$ cat config.mk
export PLATFORM = sky130hd
export DESIGN_NAME = sv32_tlb_page_walker_unit
export DESIGN_NICKNAME = d
export VERILOG_FILES = /design/src/design/stpw_pkg.sv /design/src/design/sv32_tlb_page_walker_unit.sv /design/src/design/stpw_datapath.sv /design/src/design/stpw_ctrl.sv
export VERILOG_INCLUDE_DIRS = /design/src /design/src/design
export SDC_FILE = /design/constraint.sdc
export NUM_CORES = 2
export LEC_CHECK = 0
export BUFFER_PORTS_ARGS = -buffer_cell sky130_fd_sc_hd__buf_2
export CORE_ASPECT_RATIO = 1.25
export CORE_MARGIN = 5
export CORE_UTILIZATION = 25
export CTS_CLUSTER_SIZE = 16
export DETAILED_ROUTE_END_ITERATION = 10
export PLACE_DENSITY_LB_ADDON = 0.15
export SLEW_MARGIN = 30
export SYNTH_ARGS = -nofsm -noshare
export SYNTH_HDL_FRONTEND = slang
export SYNTH_SLANG_ARGS = --single-unit
export TNS_END_PERCENT = 5
$ cat constraint.sdc
create_clock -name clk -period 15.52 [get_ports clk]
set_clock_uncertainty 0.2 [all_clocks]
set_input_delay 4.656 -clock clk [delete_from_list [all_inputs] [get_ports clk]]
set_output_delay 4.656 -clock clk [all_outputs]
set_load 0.01 [all_outputs]
$ cat src/design/sv32_tlb_page_walker_unit_assert.svh
// Assertion macros used by the page walker control block.
`ifndef SV32_TLB_PAGE_WALKER_UNIT_ASSERT_SVH
`define SV32_TLB_PAGE_WALKER_UNIT_ASSERT_SVH
`ifndef ASSERT_OFF
`define STPW_ASSERT_IMP(lbl, clk, rstn, ante, cons, msg) \
    lbl: assert property (@(posedge clk) disable iff (!rstn) (ante) |-> (cons)) else $error(msg);
`define STPW_ASSERT_NXT(lbl, clk, rstn, ante, cons, msg) \
    lbl: assert property (@(posedge clk) disable iff (!rstn) (ante) |=> (cons)) else $error(msg);
`else
`define STPW_ASSERT_IMP(lbl, clk, rstn, ante, cons, msg)
`define STPW_ASSERT_NXT(lbl, clk, rstn, ante, cons, msg)
`endif
`endif

$ cat src/design/stpw_pkg.sv
package stpw_pkg;

    localparam int FETCH_TLB_ENTRIES = 8;
    localparam int DATA_TLB_ENTRIES  = 8;
    localparam int TLB_TOTAL = FETCH_TLB_ENTRIES + DATA_TLB_ENTRIES;
    localparam int TLB_IDX_W = (TLB_TOTAL > 1) ? $clog2(TLB_TOTAL) : 1;
    localparam int FETCH_PTR_W = (FETCH_TLB_ENTRIES > 1) ? $clog2(FETCH_TLB_ENTRIES) : 1;
    localparam int DATA_PTR_W = (DATA_TLB_ENTRIES > 1) ? $clog2(DATA_TLB_ENTRIES) : 1;

    typedef enum logic [1:0] {
        KIND_TRANSLATE = 2'd0,
        KIND_RESPONSE  = 2'd1,
        KIND_FLUSH     = 2'd2,
        KIND_UNUSED    = 2'd3
    } kind_e;

    typedef enum logic [1:0] {
        ACT_PHYS     = 2'd0,
        ACT_PTE_READ = 2'd1,
        ACT_FAULT    = 2'd2,
        ACT_BUSY     = 2'd3
    } action_e;

    localparam logic [1:0] CAUSE_FETCH = 2'd0;
    localparam logic [1:0] CAUSE_LOAD  = 2'd1;
    localparam logic [1:0] CAUSE_STORE = 2'd2;

    localparam logic [1:0] PRIV_U = 2'd0;
    localparam logic [1:0] PRIV_S = 2'd1;
    localparam logic [1:0] PRIV_M = 2'd3;

    localparam logic [2:0] CFG_SATP_MODE = 3'd0;
    localparam logic [2:0] CFG_ROOT_PPN  = 3'd1;
    localparam logic [2:0] CFG_ASID      = 3'd2;
    localparam logic [2:0] CFG_MPRV      = 3'd3;
    localparam logic [2:0] CFG_MPP       = 3'd4;
    localparam logic [2:0] CFG_SUM       = 3'd5;
    localparam logic [2:0] CFG_MXR       = 3'd6;

    localparam int PTE_V = 0;
    localparam int PTE_R = 1;
    localparam int PTE_W = 2;
    localparam int PTE_X = 3;
    localparam int PTE_U = 4;
    localparam int PTE_A = 6;
    localparam int PTE_D = 7;

    typedef struct packed {
        logic        pte_ok;
        logic [31:0] pte_word;
        logic [31:0] cur_pc;
        logic [1:0]  cur_privilege;
        logic        is_store;
        logic        is_fetch;
        logic [31:0] vaddr;
    } in_item_t;

    typedef struct packed {
        logic [1:0]  fault_privilege;
        logic [31:0] trap_pc;
        logic [31:0] fault_value;
        logic [1:0]  fault_cause;
        logic        tlb_hit;
        logic [31:0] phys_addr;
    } out_item_t;

    typedef struct packed {
        logic [19:0] tag;
        logic [21:0] root;
        logic [8:0]  asid;
        logic [1:0]  priv;
        logic        sum;
        logic        mxr;
        logic        level;
    } tlb_key_t;

    typedef struct packed {
        logic capture;
        logic commit;
        logic load;
    } ctrl_cmd_t;

    typedef struct packed {
        logic has_result;
    } ctrl_sts_t;

    function automatic logic [1:0] cause_of(logic fetch, logic store);
        return fetch ? CAUSE_FETCH : (store ? CAUSE_STORE : CAUSE_LOAD);
    endfunction

    function automatic logic leaf_allows(logic [31:0] pte, logic fetch, logic store,
                                         logic [1:0] priv, logic sum, logic mxr);
        logic ok;
        ok = fetch ? pte[PTE_X] : (store ? pte[PTE_W] : (pte[PTE_R] | (mxr & pte[PTE_X])));
        if (priv == PRIV_U && !pte[PTE_U])
            ok = 1'b0;
        if (priv == PRIV_S && pte[PTE_U] && (fetch || !sum))
            ok = 1'b0;
        if (!pte[PTE_A])
            ok = 1'b0;
        if (!fetch && store && !pte[PTE_D])
            ok = 1'b0;
        return ok;
    endfunction

endpackage

$ cat src/design/sv32_tlb_page_walker_unit.sv
// Sv32 translation unit with fetch and data TLBs and a two-level page walker.
// Input channel s_axis: tuser carries the kind (translate, PTE response, flush);
// tdata carries the request and response fields. Output channel m_axis: tuser
// carries the action (physical access, PTE read, page fault, busy) and tdata
// the address and fault fields. Configuration registers are written through
// cfg_we/cfg_index/cfg_wdata, one register per cycle; the user must write
// them only while idle, as the block itself does not enforce it. Each
// transaction is captured in the idle state; in the execute state all TLB
// keys are looked up in parallel and the hit, the fault checks or the next
// walk step are resolved, and any result is loaded into the output
// register. No new transaction is taken until the execute state is left.
// A TLB miss returns a PTE read request; each PTE response transaction then
// returns either the next read, a fault, or the physical address (the entry
// is filled round robin). Reset clears all valid bits, the walk and the
// configuration. If the receiver stalls, the pending result holds and the
// unit stops accepting once a second result is ready to go out.
module sv32_tlb_page_walker_unit (
    input  logic          clk,
    input  logic          rst_n,
    input  logic          s_axis_tvalid,
    output logic          s_axis_tready,
    // vaddr, is_fetch, is_store, cur_privilege, cur_pc, pte_word, pte_ok
    input  logic [103:0]  s_axis_tdata,
    // kind
    input  logic [1:0]    s_axis_tuser,
    output logic          m_axis_tvalid,
    input  logic          m_axis_tready,
    // phys_addr, tlb_hit, fault_cause, fault_value, trap_pc, fault_privilege
    output logic [103:0]  m_axis_tdata,
    // action
    output logic [1:0]    m_axis_tuser,
    input  logic          cfg_we,
    input  logic [2:0]    cfg_index,
    input  logic [21:0]   cfg_wdata
);
    import stpw_pkg::*;

    ctrl_cmd_t cmd;
    ctrl_sts_t sts;
    in_item_t  in_item;
    out_item_t out_item;

    // Unpack the input transaction from the lowest bit up.
    assign in_item.vaddr         = s_axis_tdata[31:0];
    assign in_item.is_fetch      = s_axis_tdata[32];
    assign in_item.is_store      = s_axis_tdata[33];
    assign in_item.cur_privilege = s_axis_tdata[35:34];
    assign in_item.cur_pc        = s_axis_tdata[67:36];
    assign in_item.pte_word      = s_axis_tdata[99:68];
    assign in_item.pte_ok        = s_axis_tdata[100];

    stpw_ctrl u_ctrl (
        .clk      (clk),
        .rst_n    (rst_n),
        .s_tvalid (s_axis_tvalid),
        .s_tready (s_axis_tready),
        .m_tvalid (m_axis_tvalid),
        .m_tready (m_axis_tready),
        .cmd      (cmd),
        .sts      (sts)
    );

    stpw_datapath u_datapath (
        .clk        (clk),
        .rst_n      (rst_n),
        .cmd        (cmd),
        .sts        (sts),
        .in_kind    (s_axis_tuser),
        .in_item    (in_item),
        .cfg_we     (cfg_we),
        .cfg_index  (cfg_index),
        .cfg_wdata  (cfg_wdata),
        .out_action (m_axis_tuser),
        .out_item   (out_item)
    );

    // The output struct is declared last field first, so it packs low to high.
    assign m_axis_tdata = {3'b000, out_item};

endmodule

$ cat src/design/stpw_datapath.sv
module stpw_datapath (
    input  logic                 clk,
    input  logic                 rst_n,
    input  stpw_pkg::ctrl_cmd_t  cmd,
    output stpw_pkg::ctrl_sts_t  sts,
    input  logic [1:0]           in_kind,
    input  stpw_pkg::in_item_t   in_item,
    input  logic                 cfg_we,
    input  logic [2:0]           cfg_index,
    input  logic [21:0]          cfg_wdata,
    output logic [1:0]           out_action,
    output stpw_pkg::out_item_t  out_item
);
    import stpw_pkg::*;

    logic        satp_mode_reg;
    logic [21:0] root_ppn_reg;
    logic [8:0]  asid_reg;
    logic        mprv_reg;
    logic [1:0]  mpp_reg;
    logic        sum_reg;
    logic        mxr_reg;

    logic [1:0]  kind_reg;
    in_item_t    item_reg;

    logic [TLB_TOTAL-1:0] tlb_valid_reg;
    tlb_key_t             tlb_key_reg [TLB_TOTAL];
    logic [31:0]          tlb_leaf_mem [TLB_TOTAL];
    logic [31:0]          tlb_base_mem [TLB_TOTAL];
    logic [FETCH_PTR_W-1:0] fetch_ptr_reg;
    logic [DATA_PTR_W-1:0]  data_ptr_reg;

    logic        walk_active_reg;
    logic [31:0] walk_vaddr_reg;
    logic        walk_fetch_reg;
    logic        walk_store_reg;
    logic [1:0]  walk_priv_reg;
    logic        walk_sum_reg;
    logic        walk_mxr_reg;
    logic        walk_level_reg;
    logic [31:0] walk_pc_reg;

    logic [1:0]  out_action_reg;
    out_item_t   out_item_reg;

    logic        fetch, store;
    logic [1:0]  priv;
    logic [31:0] va, pte;
    logic [TLB_TOTAL-1:0] match;
    logic        hit;
    logic [TLB_IDX_W-1:0] hit_idx;
    logic [31:0] hit_leaf, hit_base, hit_pa, walk_pa;
    logic        hit_level;
    logic [TLB_IDX_W-1:0] fill_slot;
    action_e     res_action;
    out_item_t   res;
    logic        has_result, do_start, do_next, do_fill, do_end, do_flush;

    always_ff @(posedge clk or negedge rst_n)
    begin
        if (!rst_n)
        begin
            satp_mode_reg <= 1'b0;
            root_ppn_reg  <= '0;
            asid_reg      <= '0;
            mprv_reg      <= 1'b0;
            mpp_reg       <= '0;
            sum_reg       <= 1'b0;
            mxr_reg       <= 1'b0;
        end
        else if (cfg_we)
        begin
            unique case (cfg_index)
                CFG_SATP_MODE: satp_mode_reg <= cfg_wdata[0];
                CFG_ROOT_PPN:  root_ppn_reg  <= cfg_wdata;
                CFG_ASID:      asid_reg      <= cfg_wdata[8:0];
                CFG_MPRV:      mprv_reg      <= cfg_wdata[0];
                CFG_MPP:       mpp_reg       <= cfg_wdata[1:0];
                CFG_SUM:       sum_reg       <= cfg_wdata[0];
                CFG_MXR:       mxr_reg       <= cfg_wdata[0];
                default:       ;
            endcase
        end
    end

    always_ff @(posedge clk)
    begin
        if (cmd.capture)
        begin
            kind_reg <= in_kind;
            item_reg <= in_item;
        end
        if (cmd.load)
        begin
            out_action_reg <= res_action;
            out_item_reg   <= res;
        end
    end

    assign fetch = item_reg.is_fetch;
    assign store = !item_reg.is_fetch && item_reg.is_store;
    assign va    = item_reg.vaddr;
    assign pte   = item_reg.pte_word;
    assign priv  = (!fetch && item_reg.cur_privilege == PRIV_M && mprv_reg) ?
                   mpp_reg : item_reg.cur_privilege;

    // Every key compares in parallel; the tag width follows the entry's level.
    always_comb
    begin
        for (int i = 0; i < TLB_TOTAL; i++)
        begin
            match[i] = tlb_valid_reg[i]
                && tlb_key_reg[i].root == root_ppn_reg
                && tlb_key_reg[i].asid == asid_reg
                && tlb_key_reg[i].priv == priv
                && tlb_key_reg[i].sum == sum_reg
                && tlb_key_reg[i].mxr == mxr_reg
                && (tlb_key_reg[i].level ? (tlb_key_reg[i].tag == {10'd0, va[31:22]})
                                         : (tlb_key_reg[i].tag == va[31:12]));
        end
    end

    always_comb
    begin
        hit     = 1'b0;
        hit_idx = '0;
        if (fetch)
        begin
            for (int i = FETCH_TLB_ENTRIES - 1; i >= 0; i--)
            begin
                if (match[i])
                begin
                    hit     = 1'b1;
                    hit_idx = TLB_IDX_W'(i);
                end
            end
        end
        else
        begin
            for (int i = TLB_TOTAL - 1; i >= FETCH_TLB_ENTRIES; i--)
            begin
                if (match[i])
                begin
                    hit     = 1'b1;
                    hit_idx = TLB_IDX_W'(i);
                end
            end
        end
    end

    assign hit_leaf  = tlb_leaf_mem[hit_idx];
    assign hit_base  = tlb_base_mem[hit_idx];
    assign hit_level = tlb_key_reg[hit_idx].level;
    assign hit_pa    = hit_level ? {hit_base[31:22], va[21:0]} : {hit_base[31:12], va[11:0]};
    assign walk_pa   = walk_level_reg ? {pte[29:20], walk_vaddr_reg[21:0]}
                                      : {pte[29:10], walk_vaddr_reg[11:0]};
    assign fill_slot = walk_fetch_reg ? TLB_IDX_W'(fetch_ptr_reg)
                     : TLB_IDX_W'(FETCH_TLB_ENTRIES) + TLB_IDX_W'(data_ptr_reg);

    always_comb
    begin
        res        = '0;
        res_action = ACT_PHYS;
        has_result = 1'b0;
        do_start   = 1'b0;
        do_next    = 1'b0;
        do_fill    = 1'b0;
        do_end     = 1'b0;
        do_flush   = 1'b0;
        unique case (kind_reg)
            KIND_TRANSLATE:
            begin
                has_result = 1'b1;
                if (walk_active_reg)
                    res_action = ACT_BUSY;
                else if (priv == PRIV_M || !satp_mode_reg)
                    res.phys_addr = va;
                else if (hit)
                begin
                    if (leaf_allows(hit_leaf, fetch, store, priv, sum_reg, mxr_reg))
                    begin
                        res.phys_addr = hit_pa;
                        res.tlb_hit   = 1'b1;
                    end
                    else
                    begin
                        res_action          = ACT_FAULT;
                        res.fault_cause     = cause_of(fetch, store);
                        res.fault_value     = va;
                        res.trap_pc         = fetch ? va : item_reg.cur_pc;
                        res.fault_privilege = priv;
                    end
                end
                else
                begin
                    do_start      = 1'b1;
                    res_action    = ACT_PTE_READ;
                    res.phys_addr = {root_ppn_reg[19:0], va[31:22], 2'b00};
                end
            end
            KIND_RESPONSE:
            begin
                if (walk_active_reg)
                begin
                    has_result = 1'b1;
                    do_end     = 1'b1;
                    res_action = ACT_FAULT;
                    if (!item_reg.pte_ok || !pte[PTE_V] || (pte[PTE_W] && !pte[PTE_R]))
                        res_action = ACT_FAULT;
                    else if (!pte[PTE_R] && !pte[PTE_W] && !pte[PTE_X])
                    begin
                        if (!pte[PTE_U] && !pte[PTE_A] && !pte[PTE_D] && walk_level_reg)
                        begin
                            do_end        = 1'b0;
                            do_next       = 1'b1;
                            res_action    = ACT_PTE_READ;
                            res.phys_addr = {pte[29:10], walk_vaddr_reg[21:12], 2'b00};
                        end
                    end
                    else if (leaf_allows(pte, walk_fetch_reg, walk_store_reg, walk_priv_reg,
                                         walk_sum_reg, walk_mxr_reg)
                             && !(walk_level_reg && pte[19:10] != 10'd0))
                    begin
                        do_fill       = 1'b1;
                        res_action    = ACT_PHYS;
                        res.phys_addr = walk_pa;
                    end
                    if (res_action == ACT_FAULT)
                    begin
                        res.fault_cause     = cause_of(walk_fetch_reg, walk_store_reg);
                        res.fault_value     = walk_vaddr_reg;
                        res.trap_pc         = walk_pc_reg;
                        res.fault_privilege = walk_priv_reg;
                    end
                end
            end
            KIND_FLUSH:  do_flush = 1'b1;
            default:     ;
        endcase
    end

    assign sts.has_result = has_result;

    always_ff @(posedge clk or negedge rst_n)
    begin
        if (!rst_n)
        begin
            tlb_valid_reg   <= '0;
            fetch_ptr_reg   <= '0;
            data_ptr_reg    <= '0;
            walk_active_reg <= 1'b0;
            walk_vaddr_reg  <= '0;
            walk_fetch_reg  <= 1'b0;
            walk_store_reg  <= 1'b0;
            walk_priv_reg   <= '0;
            walk_sum_reg    <= 1'b0;
            walk_mxr_reg    <= 1'b0;
            walk_level_reg  <= 1'b0;
            walk_pc_reg     <= '0;
        end
        else if (cmd.commit)
        begin
            if (do_flush)
                tlb_valid_reg <= '0;
            if (do_start)
            begin
                walk_active_reg <= 1'b1;
                walk_vaddr_reg  <= va;
                walk_fetch_reg  <= fetch;
                walk_store_reg  <= store;
                walk_priv_reg   <= priv;
                walk_sum_reg    <= sum_reg;
                walk_mxr_reg    <= mxr_reg;
                walk_level_reg  <= 1'b1;
                walk_pc_reg     <= fetch ? va : item_reg.cur_pc;
            end
            if (do_next)
                walk_level_reg <= 1'b0;
            if (do_end)
                walk_active_reg <= 1'b0;
            if (do_fill)
            begin
                walk_active_reg          <= 1'b0;
                tlb_valid_reg[fill_slot] <= 1'b1;
                if (walk_fetch_reg)
                    fetch_ptr_reg <= (fetch_ptr_reg == FETCH_PTR_W'(FETCH_TLB_ENTRIES - 1)) ?
                                     '0 : fetch_ptr_reg + 1'b1;
                else
                    data_ptr_reg <= (data_ptr_reg == DATA_PTR_W'(DATA_TLB_ENTRIES - 1)) ?
                                    '0 : data_ptr_reg + 1'b1;
            end
        end
    end

    // Entry payloads are only read behind a set valid bit.
    always_ff @(posedge clk)
    begin
        if (cmd.commit && do_fill)
        begin
            tlb_key_reg[fill_slot].tag   <= walk_level_reg ? {10'd0, walk_vaddr_reg[31:22]}
                                                           : walk_vaddr_reg[31:12];
            tlb_key_reg[fill_slot].root  <= root_ppn_reg;
            tlb_key_reg[fill_slot].asid  <= asid_reg;
            tlb_key_reg[fill_slot].priv  <= walk_priv_reg;
            tlb_key_reg[fill_slot].sum   <= walk_sum_reg;
            tlb_key_reg[fill_slot].mxr   <= walk_mxr_reg;
            tlb_key_reg[fill_slot].level <= walk_level_reg;
            tlb_leaf_mem[fill_slot]      <= pte;
            tlb_base_mem[fill_slot]      <= walk_level_reg ? {walk_pa[31:22], 22'd0}
                                                           : {walk_pa[31:12], 12'd0};
        end
    end

    assign out_action = out_action_reg;
    assign out_item   = out_item_reg;

endmodule

$ cat src/design/stpw_ctrl.sv
`include "sv32_tlb_page_walker_unit_assert.svh"

module stpw_ctrl (
    input  logic                 clk,
    input  logic                 rst_n,
    input  logic                 s_tvalid,
    output logic                 s_tready,
    output logic                 m_tvalid,
    input  logic                 m_tready,
    output stpw_pkg::ctrl_cmd_t  cmd,
    input  stpw_pkg::ctrl_sts_t  sts
);
    import stpw_pkg::*;

    typedef enum logic {
        ST_IDLE,
        ST_EXEC
    } state_t;

    state_t state_reg, state_next;
    logic   out_valid_reg, out_valid_next;
    logic   slot_free;

    assign s_tready  = (state_reg == ST_IDLE);
    assign m_tvalid  = out_valid_reg;
    assign slot_free = !out_valid_reg || m_tready;

    always_comb
    begin
        cmd            = '0;
        state_next     = state_reg;
        out_valid_next = out_valid_reg && !m_tready;
        unique case (state_reg)
            ST_IDLE:
            begin
                if (s_tvalid)
                begin
                    cmd.capture = 1'b1;
                    state_next  = ST_EXEC;
                end
            end
            ST_EXEC:
            begin
                if (!sts.has_result || slot_free)
                begin
                    cmd.commit     = 1'b1;
                    cmd.load       = sts.has_result;
                    out_valid_next = sts.has_result || out_valid_next;
                    state_next     = ST_IDLE;
                end
            end
            default: state_next = ST_IDLE;
        endcase
    end

    always_ff @(posedge clk or negedge rst_n)
    begin
        if (!rst_n)
        begin
            state_reg     <= ST_IDLE;
            out_valid_reg <= 1'b0;
        end
        else
        begin
            state_reg     <= state_next;
            out_valid_reg <= out_valid_next;
        end
    end

    `STPW_ASSERT_IMP(a_load_needs_slot, clk, rst_n, cmd.load, slot_free, "result overwrote pending output")
    `STPW_ASSERT_IMP(a_load_with_commit, clk, rst_n, cmd.load, cmd.commit, "output load without commit")
    `STPW_ASSERT_NXT(a_load_shows, clk, rst_n, cmd.load, out_valid_reg, "loaded result not presented")

endmodule
Yosys cells after proc, flatten, opt, wreduce, memory -nomap -nowiden

Memory sizes are Yosys's and may differ from the RTL's.
Index checks and enable logic that the tools add are counted.

Register bits: 339
Bits in latches: 0
Bits in writable memories: 1920
Memory bits (read-only): 0
Bits of input ports: 136
Output and inout port bits: 108
Word-level logic and storage cells: 499
Memories kept: 3

Memories:

| memory                  | depth | width | rd ports | clocked after Yosys merged registers in | wr ports | RTL line            | RTL |
|---|---|---|---|---|---|---|---|
| u_datapath.tlb_key_reg  | 16    | 56    | 17       | 0                                       | 1        | stpw_datapath.sv:28 | `tlb_key_t tlb_key_reg [TLB_TOTAL];` |
| u_datapath.tlb_base_mem | 16    | 32    | 1        | 0                                       | 1        | stpw_datapath.sv:30 | `logic [31:0] tlb_base_mem [TLB_TOTAL];` |
| u_datapath.tlb_leaf_mem | 16    | 32    | 1        | 0                                       | 1        | stpw_datapath.sv:29 | `logic [31:0] tlb_leaf_mem [TLB_TOTAL];` |

Add/subtract/negate cells: 3
Multiply operators: 0
Div/mod/pow operators: 0
$lt $le $gt $ge: 2
Equal/unequal tests: 127
Shifts and indexed selects: 0
Mux-type cells: 152
Bitwise logic cells: 9
Reductions and logical operators: 167

Operators by type and width:

| operator            | number |
|---|---|
| $eq A22 B22 Y1      | 16 |
| $eq A20 B10 Y1      | 16 |
| $eq A20 B20 Y1      | 16 |
| $mux W32            | 8 |
| $mux W68            | 3 |
| $eq A9 B9 Y1        | 16 |
| $mux W69            | 2 |
| $pmux W68 S2        | 1 |
| $logic_and A1 B1 Y1 | 120 |
| $mux W101           | 1 |
| $mux W1             | 86 |
| $mux W22            | 3 |
| $pmux W32 S2        | 1 |
| $mux W16            | 3 |
| $mux W4             | 10 |
| $mux W2             | 18 |
| $mux W33            | 1 |
| $eq A1 B1 Y1        | 32 |
| $eq A2 B2 Y1        | 16 |
| $mux W3             | 10 |
| $mux W20            | 1 |
| $reduce_and A2 Y1   | 10 |
| $logic_not A1 Y1    | 19 |
| $or A16 B16 Y16     | 1 |
| 23 further kinds    | 50 |

Longest topological paths before layout

An unclocked memory read counts as a cell.

Depth in word-level cells: 36
Depth in mapped cells: 23

Cells and area by module

Synthesis repeated with hierarchy kept, for this count alone.

Cells, all modules: 5388
Area, all modules: 74746.7 µm²

By module, submodules not included:

| module                    | instances | cells each | area an instance (µm²) | seq. area each (µm²) |
|---|---|---|---|---|
| stpw_datapath             | 1         | 5373       | 74624.1                | 48591.6 |
| stpw_ctrl                 | 1         | 11         | 96.3                   | 50.0 |
| sv32_tlb_page_walker_unit | 1         | 4          | 26.3                   | 0.0 |

Worst setup path before layout

Ideal clock, no wire load.

Path type: input to register
Start point: in m_axis_tready
End point: mem u_datapath.tlb_base_mem[1][12] (enable)
Arrival time: 10.916 ns
Path slack: 3.779 ns
Cell stages on the path: 4
Buffers on the path: 0
Cell sequence: nor2b_1 > a21oi_1 > nand3_1 > nor3_1

Longest elaborated chain between the ends: 7

RTL lines:

| item                | RTL line                        | RTL |
|---|---|---|
| start, declared     | sv32_tlb_page_walker_unit.sv:27 | `input logic m_axis_tready,` |
| $logic_or A1 B1 Y1  | stpw_ctrl.sv:26                 | `assign slot_free = !out_valid_reg \|\| m_tready;` |
| $logic_or A1 B1 Y1  | stpw_ctrl.sv:44                 | `if (!sts.has_result \|\| slot_free)` |
| $mux W2             | stpw_ctrl.sv:44                 |  |
| $mux W2             | stpw_ctrl.sv:33                 | `unique case (state_reg)` |
| $logic_and A1 B1 Y1 | stpw_datapath.sv:299            | `if (cmd.commit && do_fill)` |
| $mux W1             | stpw_datapath.sv:299            |  |
| $mux W1             | stpw_datapath.sv:310            | `tlb_base_mem[fill_slot] <= walk_level_reg ? {walk_pa[31:22], 22'd0}` |
| end, declared       | stpw_datapath.sv:30             |  |

Every way passes these cells.

==> reports/metrics.json <==
{
  "synth_area_sq_mm": 0.0730,
  "globalRouteTotalUtil": 0.197,
  "critical_path.cell_chain": "buf_4 -> inv_1 -> a22o_1 -> or4_1 -> nor4_1 -> nand4_1 -> a21oi_1 -> o21a_1 -> buf_4 -> or2_4 -> buf_4 -> mux2i_1 -> a22oi_1 -> and3_1 -> o21ai_1 -> and3_2 -> buf_4 -> a31o_1",
  "worstSetupStartpointType": "flop",
  "grt_antenna_before_repair": 36,
  "first_global_vias": 47100,
  "synth_top_area_share": 0.619,
  "fp.coreArea_sq_mm": 0.290,
  "initial_core_util": 0.251,
  "clock_insertion_delay_worst_skew_ns": 0.87,
  "commonest_cells_in_the_synthesized_netlist": "sky130_fd_sc_hd__edfxtp_1 (1505), sky130_fd_sc_hd__xnor2_1 (423), sky130_fd_sc_hd__mux2i_1 (306), sky130_fd_sc_hd__nand2_1 (288), sky130_fd_sc_hd__xor2_1 (261)",
  "timing.hold.ws_ns": 0.276,
  "fp.dieH_um": 614,
  "finalCritPeriodShare": 0.584,
  "seq_power_share": 0.472,
  "postCtsSetupBuffers": 0,
  "crit_path_max_incr_delay_ns": 0.81,
  "setup.worst_path.class": "reg -> reg",
  "grt.overflow.total": 0,
  "largest_vdd_supply_drop_uv": 77.0,
  "timing.fmax_mhz": 110,
  "drt-pass1-iter-count": 7,
  "post_synth_num_cell_types": 99,
  "fin_nets": 5597,
  "netlist_top_cells_area": "sky130_fd_sc_hd__edfxtp_1 (62%), sky130_fd_sc_hd__xnor2_1 (5.1%), sky130_fd_sc_hd__dfrtp_1 (4.6%)",
  "layout-drive-gt1-share": 0.172,
  "cp_common_cell": "sky130_fd_sc_hd__buf_4",
  "cpMaxStageDelayCell": "sky130_fd_sc_hd__and3_2",
  "globalplace.congestion": 0.877,
  "fin_tns_setup_ns": 0,
  "clock-root-buffer": "sky130_fd_sc_hd__clkbuf_16",
  "power.clock.fraction": 0.400,
  "final_core_util": 0.295,
  "post_synth.cell_area_avg_sq_um": 14.3,
  "status": "complete, no violations",
  "drcViolationCount": 0,
  "main_synth_ff_type": "sky130_fd_sc_hd__edfxtp_1",
  "detailroute.via_count": 47500,
  "critPathBufInv": 5,
  "crit_arrival_ns": 9.56,
  "synth_warnings": 0,
  "postSynthRegisterBits": 1638,
  "cts.path.max_buffers": 4,
  "synth_edf_count": 1505,
  "internal_power_w": 0.00792,
  "max_cap_violations": 0,
  "fp.dieArea_sq_mm": 0.303,
  "power-per-cell-area_mw_per_mm2": 129,
  "routed_wirelength_um": 307000,
  "timing_max_transition_violations_final": 0,
  "worst-path-max-fanout": 53,
  "n_fill_cell": 29200,
  "largest_reg_flops": 896,
  "power_frac_comb": 0.128,
  "final_setup_violating_endpoints": 0,
  "cts_made_buffers": 194,
  "dieWidth_um": 493,
  "critical_path.top_delay_family": "simple AND/OR/NAND/NOR gates",
  "post-route-cell-area_sq_mm": 0.0856,
  "netlist.top_cell.by_area": "sky130_fd_sc_hd__edfxtp_1",
  "clkSinkCount": 1638,
  "tritoncts": "yes",
  "p_switching_w": 0.00310,
  "cts.repair.resized": 0,
  "synth_most_common_cell": "sky130_fd_sc_hd__edfxtp_1",
  "grt_start_max_net_pins": 85,
  "drtAntennaViolNets": 0,
  "grt_first_pass_wirelength_um": 414000,
  "fp-row-count": 221,
  "worst_pin_slew_ns": 1.07,
  "postSynthCellCount": 5119,
  "post_drt_wl_per_cell_um": 32.7,
  "sequential_element_share_of_the_synthesized_area": 0.665,
  "grt_setup_unrepaired": "no",
  "p_sw_frac": 0.281,
  "io_buffer_count": 232,
  "holdCritPathClass": "reg -> reg",
  "drt_iter0_markers": 4306,
  "async_reset_ff_frac": 0.0812,
  "worst_setup_path_end_kind": "flop",
  "period_minus_ws_final_ns": 9.07,
  "worst_ep_required_time_ns": 16.01,
  "holdBufCountCts": 0,
  "h_tree_lvls": 4,
  "hold_viol": 0,
  "maxSlewHeadroom": 0.290,
  "cellLeakagePower_nw": 28.2,
  "place_area_sq_mm": 0.0796,
  "area_delta_synth_final_pct": 17.4,
  "dp_hpwl_um": 198000,
  "post_drt_via_cell_ratio": 5.04,
  "ios": 244,
  "clk_pin_slew_ns": 0.06
}
-- routing by layer --
| layer | routed length [um] | vias up | track usage |
|---|---|---|---|
| met4 | 14100 | 14 | 0.0816 |
| met1 | 126000 | 25000 | 0.247 |
| met3 | 16300 | 473 | 0.0278 |
| li1 | - | 20300 | - |
| met2 | 151000 | 1714 | 0.340 |
| met5 | 96 | - | 0 |
-- worst reg2reg max path, stage by stage, from the launching register on --
cell,delay [ns]
sky130_fd_sc_hd__dfrtp_2,0.67
sky130_fd_sc_hd__buf_4,0.60
sky130_fd_sc_hd__inv_1,0.50
sky130_fd_sc_hd__a22o_1,0.33
sky130_fd_sc_hd__or4_1,0.52
sky130_fd_sc_hd__nor4_1,0.49
sky130_fd_sc_hd__nand4_1,0.37
sky130_fd_sc_hd__a21oi_1,0.38
sky130_fd_sc_hd__o21a_1,0.17
sky130_fd_sc_hd__buf_4,0.29
sky130_fd_sc_hd__or2_4,0.43
sky130_fd_sc_hd__buf_4,0.75
sky130_fd_sc_hd__mux2i_1,0.47
sky130_fd_sc_hd__a22oi_1,0.23
sky130_fd_sc_hd__and3_1,0.26
sky130_fd_sc_hd__o21ai_1,0.60
sky130_fd_sc_hd__and3_2,0.81
sky130_fd_sc_hd__buf_4,0.53
sky130_fd_sc_hd__a31o_1,0.33
-- stage by stage --
stage               power (W)  setup WS, ns  std cells
finish                 0.0110          6.45       9416
global route           0.0114          6.28       9405
CTS                    0.0112          6.24       9396
detailed placement    0.00673          6.29       9050
global placement      0.00672          6.28       9041
floorplan             0.00590          3.78       5121
-- cells by family after synthesis --
family / Yosys count / share of synthesized area
flops: 1638 / 0.665
simple gates: 1215 / 0.0925
fa+ha+maj: 4 / 0.000686
compound gates: 758 / 0.0777
other cells: 1 / 0.0000514
buf+inv: 424 / 0.0263
xor+xnor: 684 / 0.0821
mux: 395 / 0.0557
-- path summary, 6_finish.rpt --
check                                                    startpoint                                       end  slack [ns]  cells past startpoint
setup / recovery            u_datapath.root_ppn_reg[11]$_DFFE_PN0P_         u_datapath.out_item[15]$_DFFE_PP_        6.45                     18
hold / removal             u_datapath.tlb_valid_reg[12]$_DFFE_PN0P_  u_datapath.tlb_valid_reg[12]$_DFFE_PN0P_        0.28                      1
setup reg to reg            u_datapath.root_ppn_reg[11]$_DFFE_PN0P_         u_datapath.out_item[15]$_DFFE_PP_        6.45                     18
hold reg to reg            u_datapath.tlb_valid_reg[12]$_DFFE_PN0P_  u_datapath.tlb_valid_reg[12]$_DFFE_PN0P_        0.28                      1
max in group asynchronous                                     rst_n     u_datapath.walk_level_reg$_DFFE_PN0P_        9.28                      3
min in group asynchronous                                     rst_n   u_datapath.root_ppn_reg[12]$_DFFE_PN0P_        3.59                      1
-- placed cells by master, fill, tap and decap left out, types with 20 or more instances in the layout --
cell / n
sky130_fd_sc_hd__clkbuf_1: 42
sky130_fd_sc_hd__mux2i_1: 306
sky130_fd_sc_hd__dfrtp_1: 99
sky130_fd_sc_hd__nor4_1: 93
sky130_fd_sc_hd__buf_4: 196
sky130_fd_sc_hd__o21ai_0: 133
sky130_fd_sc_hd__clkbuf_16: 196
sky130_fd_sc_hd__nor2b_1: 43
sky130_fd_sc_hd__nand3_1: 81
sky130_fd_sc_hd__edfxtp_1: 1505
sky130_fd_sc_hd__o31ai_2: 27
sky130_fd_sc_hd__a22oi_1: 26
sky130_fd_sc_hd__a21oi_1: 79
sky130_fd_sc_hd__nand2_1: 285
sky130_fd_sc_hd__clkinv_1: 51
sky130_fd_sc_hd__o2111ai_1: 25
sky130_fd_sc_hd__nor2_1: 144
sky130_fd_sc_hd__nor4bb_1: 22
sky130_fd_sc_hd__o22ai_1: 43
sky130_fd_sc_hd__buf_2: 231
sky130_fd_sc_hd__inv_1: 112
sky130_fd_sc_hd__o211ai_1: 73
sky130_fd_sc_hd__nand4_1: 167
sky130_fd_sc_hd__nand2b_1: 121
sky130_fd_sc_hd__mux2_2: 84
sky130_fd_sc_hd__clkinv_2: 32
sky130_fd_sc_hd__a21o_1: 23
sky130_fd_sc_hd__xnor2_1: 422
sky130_fd_sc_hd__nor3_1: 40
sky130_fd_sc_hd__dfrtp_2: 34
sky130_fd_sc_hd__a222oi_1: 29
sky130_fd_sc_hd__or4_1: 33
sky130_fd_sc_hd__xor2_1: 261
sky130_fd_sc_hd__a211oi_1: 20
sky130_fd_sc_hd__a22o_1: 50
sky130_fd_sc_hd__a2111oi_0: 27
sky130_fd_sc_hd__a31oi_1: 26
-- final cells by class --
cell class                      instances  area, sq um  area share
Tap cell                             3791         4740      0.0554
Multi-Input combinational cell       3059        23000       0.268
Sequential cell                      1638        48600       0.567
Inverter                              121          454     0.00530
Antenna cell                           18         45.0    0.000526
Timing Repair Buffer                  443         2930      0.0342
Clock buffer                          239         5080      0.0593
Clock inverter                        107          856     0.00999
-- power groups by stage --
stage	clock [W]	combinational (W)	sequential (W)
after CTS	0.00453	0.00144	0.00520
after floorplan	0	0.000672	0.00523
after detailed placement	0	0.00143	0.00530
after global routing	0.00470	0.00149	0.00521
after global placement	0	0.00143	0.00529
final	0.00441	0.00142	0.00520
(Power assumes the default switching activity.)
